===== config.mk =====
export PLATFORM = sky130hd
export DESIGN_NAME = satlb_store
export DESIGN_NICKNAME = d
export VERILOG_FILES = /design/src/rtl/core/satlb_pkg.sv /design/src/rtl/core/satlb_store.sv
export SDC_FILE = /design/constraint.sdc
export NUM_CORES = 2
export LEC_CHECK = 0
export BUFFER_PORTS_ARGS = -buffer_cell sky130_fd_sc_hd__buf_2
export CAP_MARGIN = 20
export CORE_ASPECT_RATIO = 2
export CORE_MARGIN = 3
export CORE_UTILIZATION = 61
export CTS_CLUSTER_DIAMETER = 30
export DETAILED_ROUTE_END_ITERATION = 10
export PLACE_DENSITY_LB_ADDON = 0.15
export SLEW_MARGIN = 25
export SYNTH_ARGS = -nofsm -noshare
export SYNTH_HDL_FRONTEND = slang
export SYNTH_MEMORY_MAX_BITS = 65536
export SYNTH_SLANG_ARGS = --single-unit
export TNS_END_PERCENT = 100

===== constraint.sdc =====
create_clock -name i_clk -period 51.9 [get_ports i_clk]
set_input_delay 12.975 -clock i_clk [delete_from_list [all_inputs] [get_ports i_clk]]
set_output_delay 12.975 -clock i_clk [all_outputs]
set_load 0.02 [all_outputs]

===== src/rtl/core/satlb_pkg.sv =====
// satlb_pkg: shared constants, operation and status codes, update struct
// for the set-associative tlb with lru ranks
// no dependencies
package satlb_pkg;

    // default geometry
    localparam int SETS_DEF             = 16;
    localparam int WAYS_DEF             = 4;
    localparam int PAGE_OFFSET_BITS_DEF = 12;
    localparam int VA_BITS_DEF          = 48;

    // physical address width is fixed
    localparam int PA_BITS = 48;

    // request codes
    typedef enum logic [1:0] {
        OP_TRANSLATE = 2'd0,
        OP_FILL      = 2'd1,
        OP_PEEK      = 2'd2,
        OP_CLEAR     = 2'd3
    } t_op;

    // result codes
    typedef enum logic [2:0] {
        ST_HIT     = 3'd0,
        ST_MISS    = 3'd1,
        ST_FILLED  = 3'd2,
        ST_FAULT   = 3'd3,
        ST_PEEKED  = 3'd4,
        ST_CLEARED = 3'd5
    } t_status;

    // state update issued by the lookup for the set in flight
    typedef struct packed {
        logic row_we;
        logic clear_all;
    } t_upd;

endpackage


===== src/rtl/core/satlb_store.sv =====
// satlb_store: per-set row memory with registered read and write forwarding,
// plus valid flops cleared at reset and by a clear request
// depends on satlb_pkg
module satlb_store #(
    parameter int SETS  = satlb_pkg::SETS_DEF,
    parameter int WAYS  = satlb_pkg::WAYS_DEF,
    parameter int ROW_W = 284,
    parameter int SET_W = $clog2(SETS)
) (
    input  logic              i_clk,
    input  logic              i_rst_n,
    input  logic              i_rd_en,
    input  logic [SET_W-1:0]  i_rd_set,
    input  satlb_pkg::t_upd   i_wr,
    input  logic [SET_W-1:0]  i_wr_set,
    input  logic [WAYS-1:0]   i_valid_set,
    input  logic [ROW_W-1:0]  i_wr_row,
    output logic [ROW_W-1:0]  o_row,
    output logic [WAYS-1:0]   o_valid
);

    logic [ROW_W-1:0]            r_mem [SETS];
    logic [ROW_W-1:0]            r_rd_row;
    logic [ROW_W-1:0]            r_fwd_row;
    logic                        r_fwd;
    logic [SETS-1:0][WAYS-1:0]   r_valid;
    logic [SETS-1:0][WAYS-1:0]   n_valid;

    // row memory, read-before-write
    always_ff @(posedge i_clk) begin
        if (i_wr.row_we) begin
            r_mem[i_wr_set] <= i_wr_row;
        end
        if (i_rd_en) begin
            r_rd_row  <= r_mem[i_rd_set];
            r_fwd_row <= i_wr_row;
        end
    end

    // forward a row written in the same cycle it is read
    always_ff @(posedge i_clk) begin
        if (!i_rst_n) begin
            r_fwd <= 1'b0;
        end else if (i_rd_en) begin
            r_fwd <= i_wr.row_we && (i_wr_set == i_rd_set);
        end
    end

    assign o_row = r_fwd ? r_fwd_row : r_rd_row;

    // valid bits
    always_comb begin
        n_valid = r_valid;
        if (i_wr.clear_all) begin
            n_valid = '0;
        end else if (i_wr.row_we) begin
            n_valid[i_wr_set] = r_valid[i_wr_set] | i_valid_set;
        end
    end

    always_ff @(posedge i_clk) begin
        if (!i_rst_n) begin
            r_valid <= '0;
        end else begin
            r_valid <= n_valid;
        end
    end

    assign o_valid = r_valid[i_wr_set];

endmodule


* After elaboration in Yosys (flattened, before gate mapping)
Memory sizes are Yosys's and may differ from the RTL's. A register that Yosys moved wholly into a read port is not among the register bits.
Cells that the tools add are included.
** Storage, ports and cells
- Flip-flop bits (word level) :: 349
- RAM bits :: 4544
- Input bits :: 301
- Output and inout port bits :: 288
- Logic and storage cells :: 35
- Memories kept :: 1
** Cells by class
- Magnitude comparators :: 2
- Eq/ne operators :: 1
- Multiplexer cells :: 8
- Bitwise operators :: 2
- Reduce and logical (&&, ||, !) cells :: 3
** Memories
- r_mem :: depth 16, width 284, read ports 1, clocked after Yosys merged registers in 1, wr ports 1, line satlb_store.sv:22 : logic [ROW_W-1:0] r_mem [SETS];
** Operator list (count)
- $mux 284 :: 1
- $bwmux 64 :: 1
- $bmux 4 s4 :: 1
- $demux 4 s4 :: 1
- $mux 4 :: 2
- $lt 4x5->1 const B :: 1
- $eq 4x4->1 :: 1
- $ge 4x1->1 const B :: 1
- $or 4x4->4 :: 1
- $logic_and 1x1->1 :: 2
- $mux 1 :: 2
- $reduce_or 2->1 :: 1
- $not 1->1 :: 1

* Longest topological paths before layout
- Word-level depth :: 5
- Mapped depth :: 8
- Gate-level depth less buffers :: 5

* Worst setup path after synthesis
Ideal clock, no wire load.
- Path kind :: input to output
- Start point :: in i_wr_set[0]
- End point :: out o_valid[0]
- Arrival time :: 14.428 ns
- Required time :: 38.925 ns
- Slack :: 24.497 ns
- Stages on the path :: 7
- Buffers on the path :: 3
- Path through :: clkbuf_1 nand2b_1 clkbuf_1 o22ai_1 a221o_1 buf_2 mux2i_1
** On the way
- Cells in the longest elaborated chain, start to end :: 2
** Ends and longest elaborated chain
- start, declared :: line satlb_store.sv:15 : input logic [SET_W-1:0] i_wr_set,
- $bmux 4 s4 :: line satlb_store.sv:69 : assign o_valid = r_valid[i_wr_set];
- $mux 4 (implied by the code) :: line satlb_store.sv:69
- end, declared :: line satlb_store.sv:19 : output logic [WAYS-1:0] o_valid
Every way passes these cells. The select of a mux whose other input is x is not followed.

* Worst setup path in the final report
- Start point :: in i_wr_set[0]
- End point :: out o_valid[1]
Same word-level chain as after synthesis.

==> results.tsv <==
stage	metric	value	unit
yosys	xor and xnor fraction of the mapped netlist area	0.01804	%
floorplanning	CORE AREA	316400	sq um
yosys	post-synthesis cell type count	42	
layout	area of the multi-input gates	37210	sq um
pwr	Final Power	9.209	mW
route	Iter 0 DRT Violations	11321	
yosys	Avg Synthesized Cell Area	22.62	sq um
grt	initial antenna violation count	105	
pwr	sw power	1.981	mW
worst_setup_path	CP startpoint kind	input pin	
yosys	Mapped Area	194200	sq um
route	final wirelength	476800	um
worst_setup_path	Critical Path Sink Type	output port	
floorplanning	Die Height	803.9	um
worst_setup_path	Data arrival, critical path	15.13	ns
timing	# setup viols final	0	
grt	layer with the highest usage	met2	
pwr	logic gate share of total power	5.1	%
outcome	status	finished, final reports clean	
layout	final core utilization	69.80	%
yosys	Main synth FF type	edfxtp_1	
route	First-pass DRT Iterations	8	
yosys	post-synthesis adder-cell area fraction	0	%
cts	clock-pin transition on the worst setup and hold timing paths	0.05	ns
layout	P&R area growth vs syn	13.73	%
timing	fmax	35.59	MHz
worst_setup_path	kind of critical path	in -> out	
pwr	power per cell area	41.70	nW/um^2
yosys	Post-Synth Simple-Gate Area	0.5026	%
cts	Inserted Clock Buffers	556	
yosys	Post-synth EDFFs	5112	
min_path	worst min path class	reg -> reg	
timing	Fin Setup TNS	0	ns
yosys	Post-Syn Instances	8584	
yosys	largest family of logic cells by synthesized area	multiplexers	
yosys	asr flop ratio synth	0	%
yosys	mux cell area share after synthesis	14.85	%
floorplanning	chip width	405.0	um
grt	first-pass GRT wire length	687600	um
grt	Tot GR Track Use	29.41	%
timing	unrepaired setup endpoints after global routing	false	
route	Antenna Nets Post-Route	0	
timing	worst rel slew slack	25.82	%
cts	CTS tree	done	
timing	crit share post-route	54.14	%
cts	worst-skew pair later-pin latency	0.94	ns
yosys	Synth Register Bits	5177	
cts	Clock Tree Buf Depth	4	
timing	final worst path period need	28.10	ns
layout	layout cell share with drive strength beyond 1	31.79	%
floorplanning	Initial Utilization	61.38	%
timing	final hold vios	0	
floorplanning	num rows	292	
pwr	leak pwr	72.54	nW
pwr	Int Pwr	7.229	mW
worst_setup_path	FF-to-FF setup slack	50.29	ns
grt	met3 usage	6.175	%
pwr	Switching Share	21.51	%
yosys	sequential area share after synthesis	79.72	%
layout	FF+latch area	154800	sq um
grt	met1 Track Usage GR	40.07	%
timing	clock skew	0.02600	ns
route	Post-route DRC	0	
pwr	VDD IR max	0.04995	mV
timing	Final Max Tran Viols	0	
pwr	Clock power frac	43.4	%
cts	H-tree Lvls	6	
worst_setup_path	critical path peak fanout	18	
grt	GR Overflow Total	0	
pwr	share of power burned in registers	51.5	%
grt	largest net degree at the start of global routing	142	
cts	hold-fix buffers at CTS	0	
grt	GR Util met2	48.59	%
placed_design	IO buf count	588	
floorplanning	Ports	589	
yosys	syn_nets	8885	
yosys	synth warn	0	
placed_design	DPL Wire Length	244400	um
cts	post-CTS setup repair buffer count	0	
yosys	Synth Area in Compound Gates	3.696	%
route	vias per cell	6.731	
job	Max Cap Violations	0	
cts	CTS root buffer	clkbuf_16	
layout	Final #Nets	9744	
grt	vias in the first global route	98666	
floorplanning	die area	325600	sq um
route	Wirelength per Cell	33.95	um
placed_design	RePlAce Congestion	0.7964	
timing	Slew @ Worst Pin	1.113	ns
cts	post-cts resize count	0	
cts	CTS Sinks	5177	
layout	fillers	18929	
worst_setup_path	WP data required	38.92	ns
route	DR vias	94530	
stage by stage:
step                      setup slack [ns]  instance area, sq um  std cells  hold WS (ns)
final                                23.80                220800      14045        0.5546
after global placement               23.64                201900      12994        0.5218
after floorplan                      24.50                194200       8584        0.4988
after global routing                 23.78                220700      14004        0.5807
after CTS                            23.63                220700      13995        0.5506
after detailed placement             23.65                202000      12999        0.5428
cells in the mapped netlist (3+ instances only):
cell type | instances | area share, %
a221o_1 | 6 | 0.031
buf_1 | 33 | 0.064
dfxtp_1 | 65 | 0.67
nand3_1 | 4 | 0.010
nor2_1 | 43 | 0.083
mux4_2 | 882 | 10
mux2i_1 | 275 | 1.4
inv_1 | 4 | 0.0077
a21oi_1 | 16 | 0.041
nand2_1 | 160 | 0.31
nand2b_1 | 5 | 0.016
clkbuf_4 | 5 | 0.019
edfxtp_1 | 5112 | 79
a22oi_1 | 315 | 1.2
a22o_1 | 127 | 0.57
buf_6 | 18 | 0.10
clkbuf_1 | 228 | 0.44
nand3b_1 | 4 | 0.015
a21o_1 | 127 | 0.49
buf_2 | 161 | 0.41
a31oi_1 | 48 | 0.15
o22ai_1 | 133 | 0.43
mux2_2 | 553 | 3.2
o21ai_0 | 64 | 0.16
nor2b_1 | 7 | 0.023
buf_4 | 41 | 0.16
a221oi_1 | 127 | 0.57
xor2_1 | 3 | 0.014
layout by cell type (no fill, tap or decap), drive strengths merged, types with 133 or more instances in the layout:
master  instances
edfxtp       5112
mux4          882
buf           787
clkbuf        636
mux2          553
a22oi         315
mux2i         275
clkinv        171
nand2         160
o22ai         133
routing by layer:
layer / up-vias / routed length (um) / share of wire, %
met4: 80 / 14860 / 3.1
li1: 38243 / - / -
met3: 1072 / 42760 / 9.0
met5: - / 513 / 0.11
met2: 4630 / 238900 / 50
met1: 50505 / 179800 / 38
power groups by stage:
stage,Combinational (mW),Clock (mW),Sequential [mW]
global placement,0.456,0,4.83
floorplan,0.271,0,4.84
CTS,0.469,4.05,4.75
finish,0.465,4.00,4.75
global route,0.495,4.21,4.75
detailed placement,0.467,0,4.83
layout make-up:
class | instances | share of cell area (%)
clock inverters | 360 | 1.769
flip-flops and latches | 5177 | 70.10
inverters | 4 | 0.02040
repair buffers | 787 | 2.189
clock buffers | 636 | 6.691
multi-input cells | 2917 | 16.85
well taps | 4116 | 2.332
diodes | 48 | 0.05439
worst paths after layout:
| check | from | end | cells after the start |
|---|---|---|---|
| worst min-delay path | r_valid[16]$_SDFFE_PP0P_ | r_valid[16]$_SDFFE_PP0P_ | 2 |
| worst max register to register | r_mem[2][192]$_DFFE_PP_ | r_rd_row[192]$_DFFE_PP_ | 3 |
| worst max-delay path | i_wr_set[0] | o_valid[1] | 5 |
| worst min register to register | r_valid[16]$_SDFFE_PP0P_ | r_valid[16]$_SDFFE_PP0P_ | 2 |
cell families (layout without fill, tap and decap cells):
| group | after synthesis | count (layout) |
|---|---|---|
| flops | 5177 | 5177 |
| mux | 1710 | 1710 |
| compound gates | 967 | 967 |
| buf+inv | 490 | 1787 |
| simple gates | 236 | 236 |
| xor+xnor | 4 | 4 |
| other cells | 0 | 48 |
worst max-delay path, stage by stage:
cell	delay, ns
buf_2	0.32
nor2b_1	0.77
a221o_1	0.55
mux2i_1	0.27
buf_2	0.23
registers in the layout, summed over array words and instances, names as in the netlist:
signal	flops
r_fwd	1
r_fwd_row	284
r_mem	4544
r_rd_row	284
r_valid	64
No activity file was read; power rests on OpenSTA's default activity.
