`src/rtl/core/satlb_pkg.sv`:
```
// satlb_pkg: shared constants, operation and status codes, update struct
// for the set-associative tlb with lru ranks
// no dependencies
package satlb_pkg;

    // default geometry
    localparam int SETS_DEF             = 16;
    localparam int WAYS_DEF             = 4;
    localparam int PAGE_OFFSET_BITS_DEF = 12;
    localparam int VA_BITS_DEF          = 48;

    // physical address width is fixed
    localparam int PA_BITS = 48;

    // request codes
    typedef enum logic [1:0] {
        OP_TRANSLATE = 2'd0,
        OP_FILL      = 2'd1,
        OP_PEEK      = 2'd2,
        OP_CLEAR     = 2'd3
    } t_op;

    // result codes
    typedef enum logic [2:0] {
        ST_HIT     = 3'd0,
        ST_MISS    = 3'd1,
        ST_FILLED  = 3'd2,
        ST_FAULT   = 3'd3,
        ST_PEEKED  = 3'd4,
        ST_CLEARED = 3'd5
    } t_status;

    // state update issued by the lookup for the set in flight
    typedef struct packed {
        logic row_we;
        logic clear_all;
    } t_upd;

endpackage

```
`src/rtl/core/satlb_lookup.sv`:
```
// satlb_lookup: parallel way compare, victim choice and lru rank update
// for one set; pure combinational
// depends on satlb_pkg
module satlb_lookup #(
    parameter int WAYS   = satlb_pkg::WAYS_DEF,
    parameter int TAG_W  = 32,
    parameter int POB    = satlb_pkg::PAGE_OFFSET_BITS_DEF,
    parameter int PB_W   = satlb_pkg::PA_BITS - POB,
    parameter int RANK_W = $clog2(WAYS + 1)
) (
    input  satlb_pkg::t_op                  i_op,
    input  logic                            i_fault,
    input  logic [TAG_W-1:0]                i_tag,
    input  logic [POB-1:0]                  i_offset,
    input  logic [satlb_pkg::PA_BITS-1:0]   i_walk_base,
    input  logic [WAYS-1:0]                 i_valid,
    input  logic [WAYS-1:0][TAG_W-1:0]      i_tags,
    input  logic [WAYS-1:0][PB_W-1:0]       i_bases,
    input  logic [WAYS-1:0][RANK_W-1:0]     i_ranks,
    output satlb_pkg::t_status              o_status,
    output logic [satlb_pkg::PA_BITS-1:0]   o_phys,
    output logic [RANK_W-1:0]               o_rank,
    output satlb_pkg::t_upd                 o_upd,
    output logic [WAYS-1:0]                 o_valid_set,
    output logic [WAYS-1:0][TAG_W-1:0]      o_tags,
    output logic [WAYS-1:0][PB_W-1:0]       o_bases,
    output logic [WAYS-1:0][RANK_W-1:0]     o_ranks
);

    localparam int WAY_W = $clog2(WAYS);

    logic [WAYS-1:0]   hit_vec;
    logic              hit_any;
    logic [WAY_W-1:0]  hit_idx;
    logic              inv_any;
    logic [WAY_W-1:0]  inv_idx;
    logic [WAY_W-1:0]  lru_idx;
    logic [WAY_W-1:0]  tgt;
    logic [RANK_W-1:0] old_rank;
    logic              promote;
    logic              install;

    // tag compare and priority picks, lowest way wins
    always_comb begin
        hit_idx = '0;
        inv_idx = '0;
        lru_idx = '0;
        for (int w = WAYS - 1; w >= 0; w--) begin
            hit_vec[w] = i_valid[w] && (i_tags[w] == i_tag);
            if (hit_vec[w]) begin
                hit_idx = WAY_W'(w);
            end
            if (!i_valid[w]) begin
                inv_idx = WAY_W'(w);
            end
            // in a full set the ranks are distinct, so the oldest holds rank WAYS
            if (i_ranks[w] == RANK_W'(WAYS)) begin
                lru_idx = WAY_W'(w);
            end
        end
        hit_any = |hit_vec;
        inv_any = ~&i_valid;
        tgt     = hit_any ? hit_idx : (inv_any ? inv_idx : lru_idx);
    end

    // decode of the request
    always_comb begin
        o_status = satlb_pkg::ST_MISS;
        o_phys   = '0;
        o_rank   = '0;
        o_upd    = '0;
        promote  = 1'b0;
        install  = 1'b0;
        case (i_op)
            satlb_pkg::OP_TRANSLATE: begin
                if (hit_any) begin
                    o_status = satlb_pkg::ST_HIT;
                    o_phys   = {i_bases[hit_idx], i_offset};
                    promote  = 1'b1;
                end else begin
                    o_status = satlb_pkg::ST_MISS;
                end
            end
            satlb_pkg::OP_FILL: begin
                if (i_fault) begin
                    o_status = satlb_pkg::ST_FAULT;
                end else begin
                    o_status = satlb_pkg::ST_FILLED;
                    o_phys   = {i_walk_base[satlb_pkg::PA_BITS-1:POB], i_offset};
                    promote  = 1'b1;
                    install  = 1'b1;
                end
            end
            satlb_pkg::OP_PEEK: begin
                o_status = satlb_pkg::ST_PEEKED;
                o_rank   = hit_any ? i_ranks[hit_idx] : '0;
            end
            satlb_pkg::OP_CLEAR: begin
                o_status        = satlb_pkg::ST_CLEARED;
                o_upd.clear_all = 1'b1;
            end
            default: begin
                o_status = satlb_pkg::ST_MISS;
            end
        endcase
        o_upd.row_we = promote;
    end

    // new row contents: target becomes most recent, younger valid ways age
    always_comb begin
        old_rank    = i_valid[tgt] ? i_ranks[tgt] : '0;
        o_tags      = i_tags;
        o_bases     = i_bases;
        o_valid_set = '0;
        for (int i = 0; i < WAYS; i++) begin
            if (WAY_W'(i) == tgt) begin
                o_ranks[i] = RANK_W'(1);
            end else if (i_valid[i] && (old_rank == '0 || i_ranks[i] < old_rank)) begin
                o_ranks[i] = i_ranks[i] + RANK_W'(1);
            end else begin
                o_ranks[i] = i_ranks[i];
            end
        end
        if (install) begin
            o_tags[tgt]      = i_tag;
            o_bases[tgt]     = i_walk_base[satlb_pkg::PA_BITS-1:POB];
            o_valid_set[tgt] = 1'b1;
        end
    end

endmodule

```
`config.mk`:
```
export PLATFORM = sky130hd
export DESIGN_NAME = satlb_lookup
export DESIGN_NICKNAME = d
export VERILOG_FILES = /design/src/rtl/core/satlb_pkg.sv /design/src/rtl/core/satlb_lookup.sv
export SDC_FILE = /design/constraint.sdc
export NUM_CORES = 1
export LEC_CHECK = 0
export BUFFER_PORTS_ARGS = -buffer_cell sky130_fd_sc_hd__buf_2
export CORE_AREA = 2 2 282 284
export DETAILED_ROUTE_END_ITERATION = 7
export DIE_AREA = 0 0 284 286
export MAX_ROUTING_LAYER = met4
export PLACE_DENSITY = 0.31
export SLEW_MARGIN = 20
export SYNTH_ARGS = -nofsm -noshare
export SYNTH_HDL_FRONTEND = slang
export SYNTH_SLANG_ARGS = --single-unit
```
`constraint.sdc`:
```
create_clock -name vclk -period 5.2
set_input_delay 1.04 -clock vclk [all_inputs]
set_output_delay 1.04 -clock vclk [all_outputs]
set_load 0.02 [all_outputs]
```
After elaboration in Yosys (flattened, before gate mapping)
Index checks and enable logic that the tools add are counted.
{"block": "classes", "eq_ne": 14, "n_lt_le_gt_ge": 7, "add_sub_neg": 4, "reduce_logical": 18, "mux": 55}
{"cell": "$bwmux W144", "count": 1}
{"cell": "$mux W144", "count": 1}
{"cell": "$bwmux W128", "count": 1}
{"cell": "$eq A32 B32 Y1", "count": 4}
{"cell": "$mux W128", "count": 1}
{"cell": "$mux W48", "count": 2}
{"cell": "$pmux W48 S2", "count": 1}
{"cell": "$bmux W36 S2", "count": 1}
{"cell": "$demux W36 S2", "count": 1}
{"cell": "$mux W36", "count": 2}
{"cell": "$demux W32 S2", "count": 1}
{"cell": "$mux W3", "count": 13}
{"cell": "$mux W32", "count": 1}
{"cell": "$mux W2", "count": 14}
{"cell": "$add A3 B1 Y3 const B", "count": 4}
{"cell": "$bmux W3 S2", "count": 2}
{"cell": "$eq A3 B3 Y1 const B", "count": 4}
{"cell": "$lt A3 B3 Y1", "count": 4}
{"cell": "$pmux W3 S4", "count": 1}
{"cell": "$logic_and A1 B1 Y1", "count": 9}
{"cell": "$mux W1", "count": 8}
{"cell": "$lt A2 B3 Y1 const B", "count": 2}
{"cell": "$eq A2 B2 Y1 const A", "count": 2}
{"cell": "$eq A2 B2 Y1 const B", "count": 2}
{"cell": "12 further kinds", "count": 16}
{"block": "totals", "elab_cells": 98, "regBits": 0, "in_bits": 383}

Longest topological paths before layout
{"block": "depth", "word_depth": 15, "depth_mapped": 17, "depth_no_buf": 17}

Worst setup path after synthesis
Ideal clock, no wire load.
{"block": "synth_timing", "path_kind": "input to output", "startpoint": "in i_tag[5]", "endpoint": "out o_ranks[5] (netlist bit)", "cell_stages": 17, "setup_slack_ps": -279, "t_required_ps": 4160, "arrival_time_ps": 4439, "path_cell_list": "buf_4 > xnor2_2 > nand4_1 > or3_1 > or3_1 > buf_2 > and2_4 > buf_6 > nand2_1 > o2111a_1 > nand2b_1 > ha_1 > nor3_1 > a211o_1 > o311ai_1 > xor2_1 > a21oi_1"}
{"element": "start, declared", "line": "satlb_lookup.sv:13", "text": "input logic [TAG_W-1:0] i_tag,"}
{"element": "end, declared", "line": "satlb_lookup.sv:27", "text": "output logic [WAYS-1:0][RANK_W-1:0] o_ranks"}

==> results by group <==
STA
  • Slew Limit Fails: 0
  • Unrepaired setup endpoints after global routing: yes
  • Final min period: between 5 and 6 ns
  • Crit share post-route: 109%
  • Final setup violation count: 12
  • Setup TNS: -4.29 ns
  • FMAX: 0.177 GHz
  • Fin. Hold Viols: 0
  • Slew of the pin with the lowest slew margin: slightly below 0.6 ns
  • Final Worst Setup Slack: -0.443 ns
  • Max_slew headroom: ~60%

Synth
  • Synthesized net count: ~1500
  • Compound-cell area share of the yosys netlist: approximately 11%
  • Main combinational cell family by area after synthesis: multiplexers
  • Cell area after synthesis: 0.00784 mm2
  • Sequential element share of the synthesized area: 0%
  • Adder and majority gate portion of the synthesized area: 2.55%
  • Post-synthesis simple-gate area fraction: between 20% and 30%
  • Synthesized area per cell: 7.16 um2
  • Unique masters post-synth: 59
  • Post-synthesis mux area share: 38.9%
  • Cells after Synth: 1095
  • Yosys warnings: 0
  • XOR/XNOR share of the synthesized area: between 10% and 20%

Floorplanning
  • Die width: 284 um
  • Core area: 0.0784 mm2
  • Site row count: 103
  • Die height: around 290 um
  • Die area: 0.0812 mm2
  • I/O Pins: 727
  • Starting density of the core: about a tenth

Placement
  • Pre-CTS setup slack: -0.782 ns
  • Hpwl dp: 58.6 mm
  • Buffers on Ports: 715
  • GP Congestion: 0.945

Final layout
  • Register cell area after layout: 0 um2
  • Layout cells sized above 1: around two thirds
  • Final Core Density: 20.7%
  • Nets: 2406
  • P&R area growth vs syn: 106%
  • Fillers: 9031
  • Seq Cell Count: 0
  • Area of the multi-input gates: 0.00824 mm2
  • # clk buffers: 0

Setup path
  • Buf+Inv Stages, Crit Path: 5
  • Worst setup path category: input port to primary output
  • CP max stage delay: ~0.40 ns
  • Arrival @ worst endpoint: 4.60 ns
  • Cell Chain, Critical Path: clkbuf_4, buf_4, xor2_1, nor4_1, nand3_1, or3_4, and2_4, and2_4, a22oi_2, nand4b_1, buf_6, ha_4, nor3_2, a211o_1, o31ai_4, buf_4, xnor2_2, nand2b_1, buf_6
  • Worst setup SP type: input port
  • CP Capture Type: primary output
  • Crit path required time: 4.16 ns
  • Crit-path slowest cell: or3_4
  • Family with the most delay on the worst path: simple AND/OR/NAND/NOR gates
  • CP max FO: 6

GRT
  • Vias in the first global route: 12193
  • First-pass GRT wire length: 91.8 mm
  • GR Overflow Total: 0
  • Initial antenna violation count: 12
  • Pin count of the biggest net entering global routing: 42
  • GRT Resource Usage Total: 15.9%

Routing
  • Post-DRT Antenna Nets: 0
  • Initial DRC Count: 648
  • Via count: around 12000
  • Final Routed Wirelength: around 68 mm
  • Via density: just under 4
  • Detailed-route DRC error count: 0
  • DRT Pass-1 Iters: 5
  • Per-cell routed wire length: between 20 and 25 um

Run
  • Max-cap violations: 0

Pwr
  • Pwr Density: 93.3 mW/mm2
  • Tot Pwr: 1.51 mW
  • VDD IR-drop max: 0.0436 mV
  • LEAKAGE: 8.13 nW

Outcome
  • Status: finished, violations left
  • Failing checks: setup timing

Hold path
  • Hold Path Class: input port to primary output
==> cells by family (layout without fill, tap and decap cells) <==
kind of cell | Yosys count | in the layout
compound gates | 97 | 97
xor+xnor | 130 | 130
fa+ha+maj | 16 | 16
buf+inv | 119 | 1029
mux | 279 | 279
other cells | 0 | 5
simple gates | 454 | 454
==> cells in the final DEF (no fill, tap or decap), types with 5 or more instances in the layout <==
cell type and instances:
a211oi_1 6, a32o_1 35, buf_12 35, buf_2 680, buf_4 250, buf_6 28, buf_8 5, diode_2 5
ha_1 10, inv_1 20, mux2_1 8, mux2_2 190, mux2i_1 74, nand2_1 289, nand2_2 5, nand2b_1 5
nand3_1 14, nand4_1 27, nor2_1 13, nor2_4 5, nor2b_1 14, nor3_1 13, nor3_2 6, nor4_1 11
nor4_2 18, o21ai_0 9, xnor2_1 50, xnor2_2 16, xor2_1 40, xor2_2 14, xor2_4 6
==> path summary, 6_finish.rpt <==
check                    start      endpoint  slack [ns]  cells after the start
hold / removal    i_bases[126]  o_bases[126]        2.41                      4
setup / recovery     i_tag[17]    o_ranks[9]       -0.44                     19
==> layer usage <==
metal,track usage (%),routed length (um)
met5,-,0
met4,1.91,913
met3,2.21,3630
met2,26.2,32700
met1,21.2,31200
==> repair_timing <==
item                                    4_1_cts  5_1_grt
pin swaps                                    44       34
endpoints found under the setup margin      118      111
hold buffers                                  0        0
gates resized for setup                     102      101
buffers inserted                             11       14
gates cloned                                  2        2
==> synthesized netlist by cell type, drive strengths merged (15+ instances only) <==
| master | number | share of area, % |
|---|---|---|
| mux2 | 202 | 29 |
| inv | 23 | 1.1 |
| xor2 | 60 | 6.7 |
| nand4 | 27 | 2.2 |
| nand2 | 297 | 14 |
| nor2 | 22 | 1.1 |
| xnor2 | 70 | 8.2 |
| nor3 | 19 | 1.2 |
| nand3 | 15 | 0.96 |
| buf | 46 | 3.3 |
| clkbuf | 50 | 2.4 |
| mux2i | 77 | 9.8 |
| nor2b | 16 | 1.3 |
| a32o | 37 | 4.7 |
| o21ai | 16 | 1.1 |
| nor4 | 31 | 2.5 |
| ha | 16 | 2.6 |
==> through the flow <==
step / hold WS [ns] / std cells / instance area, um2
floorplan: 2.17 / 1095 / 8020
global placement: 2.41 / 3028 / 14900
detailed placement: 2.41 / 3028 / 14900
CTS: 2.41 / 3040 / 15500
global route: 2.42 / 3058 / 16200
finish: 2.41 / 3060 / 16200
==> worst min-delay path: cells and delay by family <==
kind,cells,cell delay [ns]
buffers and inverters,2,0.25
and+or+nand+nor,2,0.09
==> cell type report <==
type | instances | area share [%]
multi-input combinational | 976 | 50.9
inverter | 23 | 0.549
antenna | 5 | 0.0773
tap | 1050 | 8.12
timing repair buffer | 1006 | 40.3
==> power by group <==
| group | switching (mW) | leakage, nW | internal (mW) |
|---|---|---|---|
| combinational | 0.841 | 8.13 | 0.669 |
| sequential | 0 | 0 | 0 |
| clock | 0 | 0.0000317 | 0.000000103 |
Power figures use the tool's default switching activity.
